===== src/udfc_pkg.sv =====
// ----------------------------------------------------------------------------
// udfc_pkg
// Shared types, character codes and helpers for the form-field URL decoder.
// ----------------------------------------------------------------------------
package udfc_pkg;

   localparam int unsigned CharWidth   = 8;
   localparam int unsigned LimitWidth  = 16;
   localparam int unsigned ReasonWidth = 3;
   localparam int unsigned CsrIdxWidth = 2;

   // character codes
   localparam logic [CharWidth-1:0] ChNul   = 8'h00;
   localparam logic [CharWidth-1:0] ChNl    = 8'h0A;
   localparam logic [CharWidth-1:0] ChSpace = 8'h20;
   localparam logic [CharWidth-1:0] ChPct   = 8'h25;
   localparam logic [CharWidth-1:0] ChPlus  = 8'h2B;
   localparam logic [CharWidth-1:0] ChZero  = 8'h30;
   localparam logic [CharWidth-1:0] ChNine  = 8'h39;
   localparam logic [CharWidth-1:0] ChUpA   = 8'h41;
   localparam logic [CharWidth-1:0] ChUpF   = 8'h46;
   localparam logic [CharWidth-1:0] HexAlphaBias = 8'h37;  // 'A' - 10

   // register reset values
   localparam logic [CharWidth-1:0]  SeparatorReset  = 8'd38;
   localparam logic [CharWidth-1:0]  TerminatorReset = 8'd32;
   localparam logic [LimitWidth-1:0] LimitReset      = '0;

   // register indexes
   localparam logic [CsrIdxWidth-1:0] CsrSeparator  = 2'd0;
   localparam logic [CsrIdxWidth-1:0] CsrTerminator = 2'd1;
   localparam logic [CsrIdxWidth-1:0] CsrLimit      = 2'd2;

   // stop reasons
   localparam logic [ReasonWidth-1:0] StopNone   = 3'd0;
   localparam logic [ReasonWidth-1:0] StopNul    = 3'd0;
   localparam logic [ReasonWidth-1:0] StopNl     = 3'd1;
   localparam logic [ReasonWidth-1:0] StopSep    = 3'd2;
   localparam logic [ReasonWidth-1:0] StopTerm   = 3'd3;
   localparam logic [ReasonWidth-1:0] StopBudget = 3'd4;

   // escape progress
   localparam logic [1:0] EscIdle   = 2'd0;
   localparam logic [1:0] EscFirst  = 2'd1;
   localparam logic [1:0] EscSecond = 2'd2;
   localparam logic [1:0] EscDone   = 2'd3;

   typedef struct packed {
      logic [1:0]            esc_count;
      logic [CharWidth-1:0]  first_digit;
      logic [CharWidth-1:0]  second_digit;
      logic [LimitWidth-1:0] bytes_left;
      logic                  field_start;
      logic                  unlimited;
   } udfc_state_type;

   typedef struct packed {
      logic [CharWidth-1:0]  separator_char;
      logic [CharWidth-1:0]  terminator_char;
      logic [LimitWidth-1:0] buffer_limit;
   } udfc_cfg_type;

   typedef struct packed {
      logic                   valid;
      logic [CharWidth-1:0]   out_byte;
      logic                   is_end;
      logic [ReasonWidth-1:0] stop_reason;
      logic                   separator_skipped;
   } udfc_result_type;

   // upper-case hex digit to nibble, other characters pass through raw
   function automatic logic [CharWidth-1:0] nibble_of(input logic [CharWidth-1:0] c);
      logic [CharWidth-1:0] n;
      n = c;
      if (c inside {[ChZero:ChNine]}) begin
         n = c - ChZero;
      end else if (c inside {[ChUpA:ChUpF]}) begin
         n = c - HexAlphaBias;
      end
      return n;
   endfunction

endpackage


===== src/udfc_step.sv =====
// ----------------------------------------------------------------------------
// udfc_step
// Next-state and result logic for one character of an encoded field.
// ----------------------------------------------------------------------------
module udfc_step
   import udfc_pkg::*;
(
   input  logic [CharWidth-1:0] in_char,
   input  udfc_cfg_type        cfg,
   input  udfc_state_type      state,
   output udfc_state_type      state_in,
   output udfc_result_type     result
);

   logic                   unl;
   logic [LimitWidth-1:0]  left;
   logic                   stop;
   logic [ReasonWidth-1:0] reason;
   logic                   is_sep;
   logic [1:0]             esc_next;
   logic [CharWidth-1:0]   d1_next;
   logic [CharWidth-1:0]   d2_next;
   logic [CharWidth-1:0]   n1;
   logic [CharWidth-1:0]   n2;
   logic                   emit;
   logic [CharWidth-1:0]   byte_val;

   // budget is sampled on the first character of a field
   assign unl  = state.field_start ? (cfg.buffer_limit == '0) : state.unlimited;
   assign left = state.field_start ? cfg.buffer_limit - LimitWidth'(1) : state.bytes_left;

   assign is_sep = (in_char == cfg.separator_char);

   always_comb begin
      stop   = 1'b1;
      reason = StopNone;
      if (in_char == ChNul) begin
         reason = StopNul;
      end else if (in_char == ChNl) begin
         reason = StopNl;
      end else if (is_sep) begin
         reason = StopSep;
      end else if (in_char == cfg.terminator_char) begin
         reason = StopTerm;
      end else if (!unl && left == '0) begin
         reason = StopBudget;
      end else begin
         stop = 1'b0;
      end
   end

   always_comb begin
      esc_next = state.esc_count;
      d1_next  = state.first_digit;
      d2_next  = state.second_digit;
      emit     = 1'b0;
      byte_val = in_char;
      if (in_char == ChPlus) begin
         emit     = 1'b1;
         byte_val = ChSpace;
      end else if (in_char == ChPct) begin
         esc_next = state.esc_count + 2'd1;
      end else if (state.esc_count != EscIdle) begin
         if (state.esc_count == EscFirst) begin
            d1_next = in_char;
         end else begin
            d2_next = in_char;
         end
         esc_next = state.esc_count + 2'd1;
      end else begin
         emit = 1'b1;
      end
      if (esc_next == EscDone) begin
         emit     = 1'b1;
         byte_val = {n1[3:0], 4'b0000} + n2;
         esc_next = EscIdle;
      end
   end

   assign n1 = nibble_of(d1_next);
   assign n2 = nibble_of(d2_next);

   always_comb begin
      state_in.unlimited    = unl;
      state_in.first_digit  = state.first_digit;
      state_in.second_digit = state.second_digit;
      if (stop) begin
         state_in.esc_count   = EscIdle;
         state_in.bytes_left  = left;
         state_in.field_start = 1'b1;
         result.valid             = 1'b1;
         result.out_byte          = '0;
         result.is_end            = 1'b1;
         result.stop_reason       = reason;
         result.separator_skipped = is_sep;
      end else begin
         state_in.esc_count    = esc_next;
         state_in.first_digit  = d1_next;
         state_in.second_digit = d2_next;
         state_in.bytes_left   = (emit && !unl) ? left - LimitWidth'(1) : left;
         state_in.field_start  = 1'b0;
         result.valid             = emit;
         result.out_byte          = byte_val;
         result.is_end            = 1'b0;
         result.stop_reason       = StopNone;
         result.separator_skipped = 1'b0;
      end
   end

endmodule


===== src/url_decode_field_copy.sv =====
// ----------------------------------------------------------------------------
// url_decode_field_copy
// Form-field URL decoder: one raw character in, zero or one decoded byte or
// end item out.
// ----------------------------------------------------------------------------
//  channel | direction | handshake             | payload
//  req     | in        | req_valid / req_ready | req_in_char
//  rsp     | out       | rsp_valid / rsp_ready | rsp_out_byte, rsp_is_end,
//          |           |                       | rsp_stop_reason, rsp_separator_skipped
//  csr     | in        | csr_we                | csr_index, csr_data
//
//  One character per cycle while req_ready is high; its result shows in the
//  output register in the cycle after the transfer. The whole decode is a
//  single pass of logic between the field state and the output register.
//  req_ready is high while the output register is empty or being drained.
//  Synchronous reset clears the field state and the output valid flag.
// ----------------------------------------------------------------------------
module url_decode_field_copy
   import udfc_pkg::*;
(
   input  logic                   clock,
   input  logic                   reset,
   input  logic                   req_valid,
   output logic                   req_ready,
   input  logic [CharWidth-1:0]   req_in_char,
   output logic                   rsp_valid,
   input  logic                   rsp_ready,
   output logic [CharWidth-1:0]   rsp_out_byte,
   output logic                   rsp_is_end,
   output logic [ReasonWidth-1:0] rsp_stop_reason,
   output logic                   rsp_separator_skipped,
   input  logic                   csr_we,
   input  logic [CsrIdxWidth-1:0] csr_index,
   input  logic [LimitWidth-1:0]  csr_data
);

   udfc_cfg_type    cfg_ff;
   udfc_state_type  state_ff;
   udfc_state_type  state_in;
   udfc_result_type result;
   logic            rsp_valid_ff;
   logic            rsp_valid_in;
   udfc_result_type rsp_ff;
   logic            req_xfer;

   assign req_ready = !rsp_valid_ff || rsp_ready;
   assign req_xfer  = req_valid && req_ready;

   udfc_step u_step (
      .in_char  (req_in_char),
      .cfg      (cfg_ff),
      .state    (state_ff),
      .state_in (state_in),
      .result   (result)
   );

   always_ff @(posedge clock) begin
      if (reset) begin
         cfg_ff.separator_char  <= SeparatorReset;
         cfg_ff.terminator_char <= TerminatorReset;
         cfg_ff.buffer_limit    <= LimitReset;
      end else if (csr_we) begin
         case (csr_index)
            CsrSeparator:  cfg_ff.separator_char  <= csr_data[CharWidth-1:0];
            CsrTerminator: cfg_ff.terminator_char <= csr_data[CharWidth-1:0];
            CsrLimit:      cfg_ff.buffer_limit    <= csr_data;
            default: begin
            end
         endcase
      end
   end

   always_ff @(posedge clock) begin
      if (reset) begin
         state_ff.esc_count    <= EscIdle;
         state_ff.first_digit  <= '0;
         state_ff.second_digit <= '0;
         state_ff.bytes_left   <= '0;
         state_ff.field_start  <= 1'b1;
         state_ff.unlimited    <= 1'b0;
      end else if (req_xfer) begin
         state_ff <= state_in;
      end
   end

   // output register holds until the transfer completes
   always_comb begin
      rsp_valid_in = rsp_valid_ff && !rsp_ready;
      if (req_xfer) begin
         rsp_valid_in = result.valid;
      end
   end

   always_ff @(posedge clock) begin
      if (reset) begin
         rsp_valid_ff <= 1'b0;
      end else begin
         rsp_valid_ff <= rsp_valid_in;
      end
   end

   always_ff @(posedge clock) begin
      if (req_xfer && result.valid) begin
         rsp_ff <= result;
      end
   end

   assign rsp_valid             = rsp_valid_ff;
   assign rsp_out_byte          = rsp_ff.out_byte;
   assign rsp_is_end            = rsp_ff.is_end;
   assign rsp_stop_reason       = rsp_ff.stop_reason;
   assign rsp_separator_skipped = rsp_ff.separator_skipped;

endmodule


===== config.mk =====
export PLATFORM = sky130hd
export DESIGN_NAME = url_decode_field_copy
export DESIGN_NICKNAME = d
export VERILOG_FILES = /design/src/udfc_pkg.sv /design/src/udfc_step.sv /design/src/url_decode_field_copy.sv
export SDC_FILE = /design/constraint.sdc
export NUM_CORES = 1
export LEC_CHECK = 0
export BUFFER_PORTS_ARGS = -buffer_cell sky130_fd_sc_hd__buf_2
export CAP_MARGIN = 40
export CORE_MARGIN = 5
export CORE_UTILIZATION = 36
export CTS_CLUSTER_SIZE = 16
export DETAILED_ROUTE_END_ITERATION = 10
export PLACE_DENSITY = 0.53
export SLEW_MARGIN = 20
export SYNTH_ARGS = -nofsm -noshare
export SYNTH_HDL_FRONTEND = slang
export SYNTH_SLANG_ARGS = --single-unit

===== constraint.sdc =====
create_clock -name clock -period 7.4 [get_ports clock]
set_input_delay 1.85 -clock clock [delete_from_list [all_inputs] [get_ports clock]]
set_output_delay 1.85 -clock clock [all_outputs]
set_load 0.1 [all_outputs]

==> run_results.csv <==
group,metric,value,unit
sta,final_period_minus_worst_setup_slack,6.48,ns
sta,actual_slew_at_the_worst_max_slew_pin,0.807,ns
pwr,p_comb_share,21.9,%
clock_network,clk_pin_slew,0.07,ns
setup_path,worst_path_max_delay_cell,"sky130_fd_sc_hd__a211oi_1",
grt,grt_start_max_net_pins,77,
setup_path,path_max_fanout,10,
setup_path,worstPathArrival,6.66,ns
placement,port_buffers,45,
setup_path,required,7.58,ns
routing,wl,15900,um
logic_synthesis,yosys.cell_count.top_type,"sky130_fd_sc_hd__nor2_1",
floorplanning,ioPinCount,46,
logic_synthesis,synth.top_cells.by_area,"sky130_fd_sc_hd__dfxtp_1 (24%), sky130_fd_sc_hd__edfxtp_1 (6.9%), sky130_fd_sc_hd__mux2i_1 (5.3%)",
setup_path,worst-path-buf-inv,1,
logic_synthesis,syn_avg_cell_area,8.00,um2
routing,route.detailed.wl_per_inst,16.8,um
routing,antenna_left,0,
sta,final-setup-viol-count,0,
pwr,fin_total_pwr,1.29,mW
clock_network,ctsHtreeMaxLevel,3,
floorplanning,die_x,136,um
grt,overflow,0,
logic_synthesis,synth_enable_flop_cells,13,
outcome,outcome,"finished, final reports clean",
pwr,ir_drop,0.109,mV
floorplanning,floorplan.initialDensity,36.3,%
setup_path,path_delay_family,"compound AO/OA/AOI/OAI gates",
logic_synthesis,synth.cell_area,5680,um2
sta,relSlewSlack,45.8,%
clock_network,worstSkewPairLatency,0.35,ns
routing,drc,0,
routing,detail_route.first_pass.iterations,5,
logic_synthesis,yosys_warnings,0,
setup_path,timing.reg2reg.setup_slack,2.04,ns
layout,filler_cell_count,1652,
logic_synthesis,ys_top_cells_by_count,"sky130_fd_sc_hd__nor2_1 (76), sky130_fd_sc_hd__nand2_1 (73), sky130_fd_sc_hd__dfxtp_1 (69)",
layout,final-seq-area,1770,um2
grt,grt_pass1_vias,4944,
pwr,internal_portion_of_total_power,0.878,mW
clock_network,number_of_clock_sinks,82,
layout,final_layout_size_suffix_gt1_share,12.6,%
floorplanning,die_y,136,um
layout,layout_area_overhead,12.2,%
routing,route.vias.total,5307,
clock_network,post_cts_hold_buffer_count,0,
clock_network,root_buffer,"sky130_fd_sc_hd__clkbuf_16",
floorplanning,die_outline_area,18400,um2
grt,grt_usage,17.8,%
routing,vias_per_cell,5.60,
worst_hold_path,hp-class,"flop to flop",
sta,final_worst_hold_slack,0.480,ns
setup_path,crit_path_start_kind,"primary input",
setup_path,path_class,"primary input to flop",
logic_synthesis,ys_seq_area_share,31.2,%
floorplanning,core_area,15700,um2
logic_synthesis,synthFlopType,"sky130_fd_sc_hd__dfxtp_1",
placement,routabilityCongestion,0.909,
clock_network,post_cts.resized_instances,0,
sta,timing_max_transition_violations_final,0,
sta,totalNegativeSetupSlack,0,ns
pwr,total_leakage_power,2.56,nW
sta,fmax,154,MHz
placement,dp_hpwl,11800,um
logic_synthesis,synth-async-reset-ratio,0,%
grt,antenna_found_initial,0,
pwr,share_clk_of_total_power,39.1,%
logic_synthesis,synth_top_area_share,24.3,%
logic_synthesis,postSynthNetCount,764,
setup_path,crit_path_end_kind,"flop",
grt,wire_length_of_the_first_global_routing_pass,26100,um
logic_synthesis,yosys_register_bits,82,
floorplanning,std_cell_rows,46,
setup_path,critPathMaxStageDelay,0.55,ns
routing,drt_iter0_markers,388,
sta,finalHoldViolCount,0,
sta,fin_crit_sh,87.6,%
pwr,swShare,31.7,%
sta,rsz_0062_raised_after_global_routing,"false",
layout,finish.net_count,780,
pwr,cellPowerDensity,202,nW/um2
flow_run,max_cap_violations,0,
layout,multi_input_area,3600,um2
setup_path,worstPathCellList,"buf_2, nor2_1, o211ai_1, nand2_1, mux2i_1, ha_1, nor2_1, o21ai_0, nand2_1, a211oi_1, mux2_2, ha_1, a21o_1, a21oi_1, xnor2_1, xnor2_1, or3_1, a31oi_1",
logic_synthesis,number_of_distinct_library_cells_after_synthesis,70,
sta,skew,0.00983,ns
clock_network,cts-buffers-inserted,9,
layout,antenna_cells,0,
pwr,switching_power,0.408,mW
clock_network,clockBufferDepth,2,
logic_synthesis,synth_cells,710,
pwr,seq_power_share,39.0,%
logic_synthesis,netlist.top_cell.by_area,"sky130_fd_sc_hd__dfxtp_1",
clock_network,clock_tree_from_tritoncts,"yes",
clock_network,number_of_buffers_inserted_to_repair_setup_after_cts,0,
## kinds of logic after synthesis
kind of cell / share of synthesized area [%]
compound gates: 20.9
xor+xnor: 4.47
fa+ha+maj: 5.20
buf+inv: 5.37
flops: 31.2
mux: 6.08
simple gates: 26.8
## final cells by class
class                   instances  area share [%]
flip-flops and latches         82            27.8
multi-input cells             551            56.5
inverters                      28            1.65
repair buffers                 54            4.55
well taps                     216            4.24
clock buffers                  12            4.36
clock inverters                 4           0.864
## flip-flops by register name, summed over array words and instances (netlist names)
signal	cells
cfg_ff	32
rsp_is_end	1
rsp_out_byte	8
rsp_separator_skipped	1
rsp_stop_reason	3
rsp_valid	1
state_ff	36
## power groups by stage
stage	clock, mW	sequential (mW)	combinational [mW]
2_1_floorplan	0	0.535	0.186
5_1_grt	0.532	0.505	0.311
3_5_place_dp	0	0.510	0.280
6_report	0.503	0.501	0.282
3_3_place_gp	0	0.510	0.275
4_1_cts	0.515	0.501	0.280
## layer usage
metal  global-route usage (%)  wire [um]
met1                     26.0       7990
met2                     26.0       6660
met4                     6.10        275
met5                        0          0
met3                     3.31       1020
## metrics by stage
step                setup WS (ns)  instance area (um2)  cells  util, %
global route                0.497                 6370    947     40.7
finish                      0.915                 6370    947     40.7
detailed placement          0.414                 6040    930     38.6
floorplan                    1.06                 5680    710        -
CTS                         0.778                 6370    946     40.7
global placement            0.710                 6040    930     38.6
## final timing paths
| check | from | to | cells past startpoint |
|---|---|---|---|
| min reg2reg | state_ff[31] | state_ff[31] | 2 |
| max | req_in_char[6] | rsp_out_byte[7] | 18 |
| min | state_ff[31] | state_ff[31] | 2 |
| max reg2reg | state_ff[34] | rsp_out_byte[7] | 18 |
## worst reg2reg max path, cell delays in order (launching register included)
cell,delay (ns)
sky130_fd_sc_hd__dfxtp_1,0.48
sky130_fd_sc_hd__inv_1,0.11
sky130_fd_sc_hd__ha_1,0.28
sky130_fd_sc_hd__nor2_1,0.51
sky130_fd_sc_hd__nand2_1,0.33
sky130_fd_sc_hd__mux2i_1,0.44
sky130_fd_sc_hd__ha_1,0.25
sky130_fd_sc_hd__nor2_1,0.05
sky130_fd_sc_hd__o21ai_0,0.24
sky130_fd_sc_hd__nand2_1,0.09
sky130_fd_sc_hd__a211oi_1,0.55
sky130_fd_sc_hd__mux2_2,0.41
sky130_fd_sc_hd__ha_1,0.27
sky130_fd_sc_hd__a21o_1,0.17
sky130_fd_sc_hd__a21oi_1,0.19
sky130_fd_sc_hd__xnor2_1,0.15
sky130_fd_sc_hd__xnor2_1,0.11
sky130_fd_sc_hd__or3_1,0.36
sky130_fd_sc_hd__a31oi_1,0.20
## placed cells by master, fill, tap and decap left out, drive strengths merged, types with 11 or more instances in the layout
master / count
o21ai: 30
edfxtp: 13
nand2b: 16
dfxtp: 69
buf: 53
ha: 22
nor2: 76
nand4: 12
xnor2: 27
clkbuf: 13
a21oi: 41
or4: 13
nor3: 15
nand3: 14
a311oi: 11
nand2: 73
mux2i: 30
inv: 29
a211oi: 18
(Power assumes the default switching activity.)
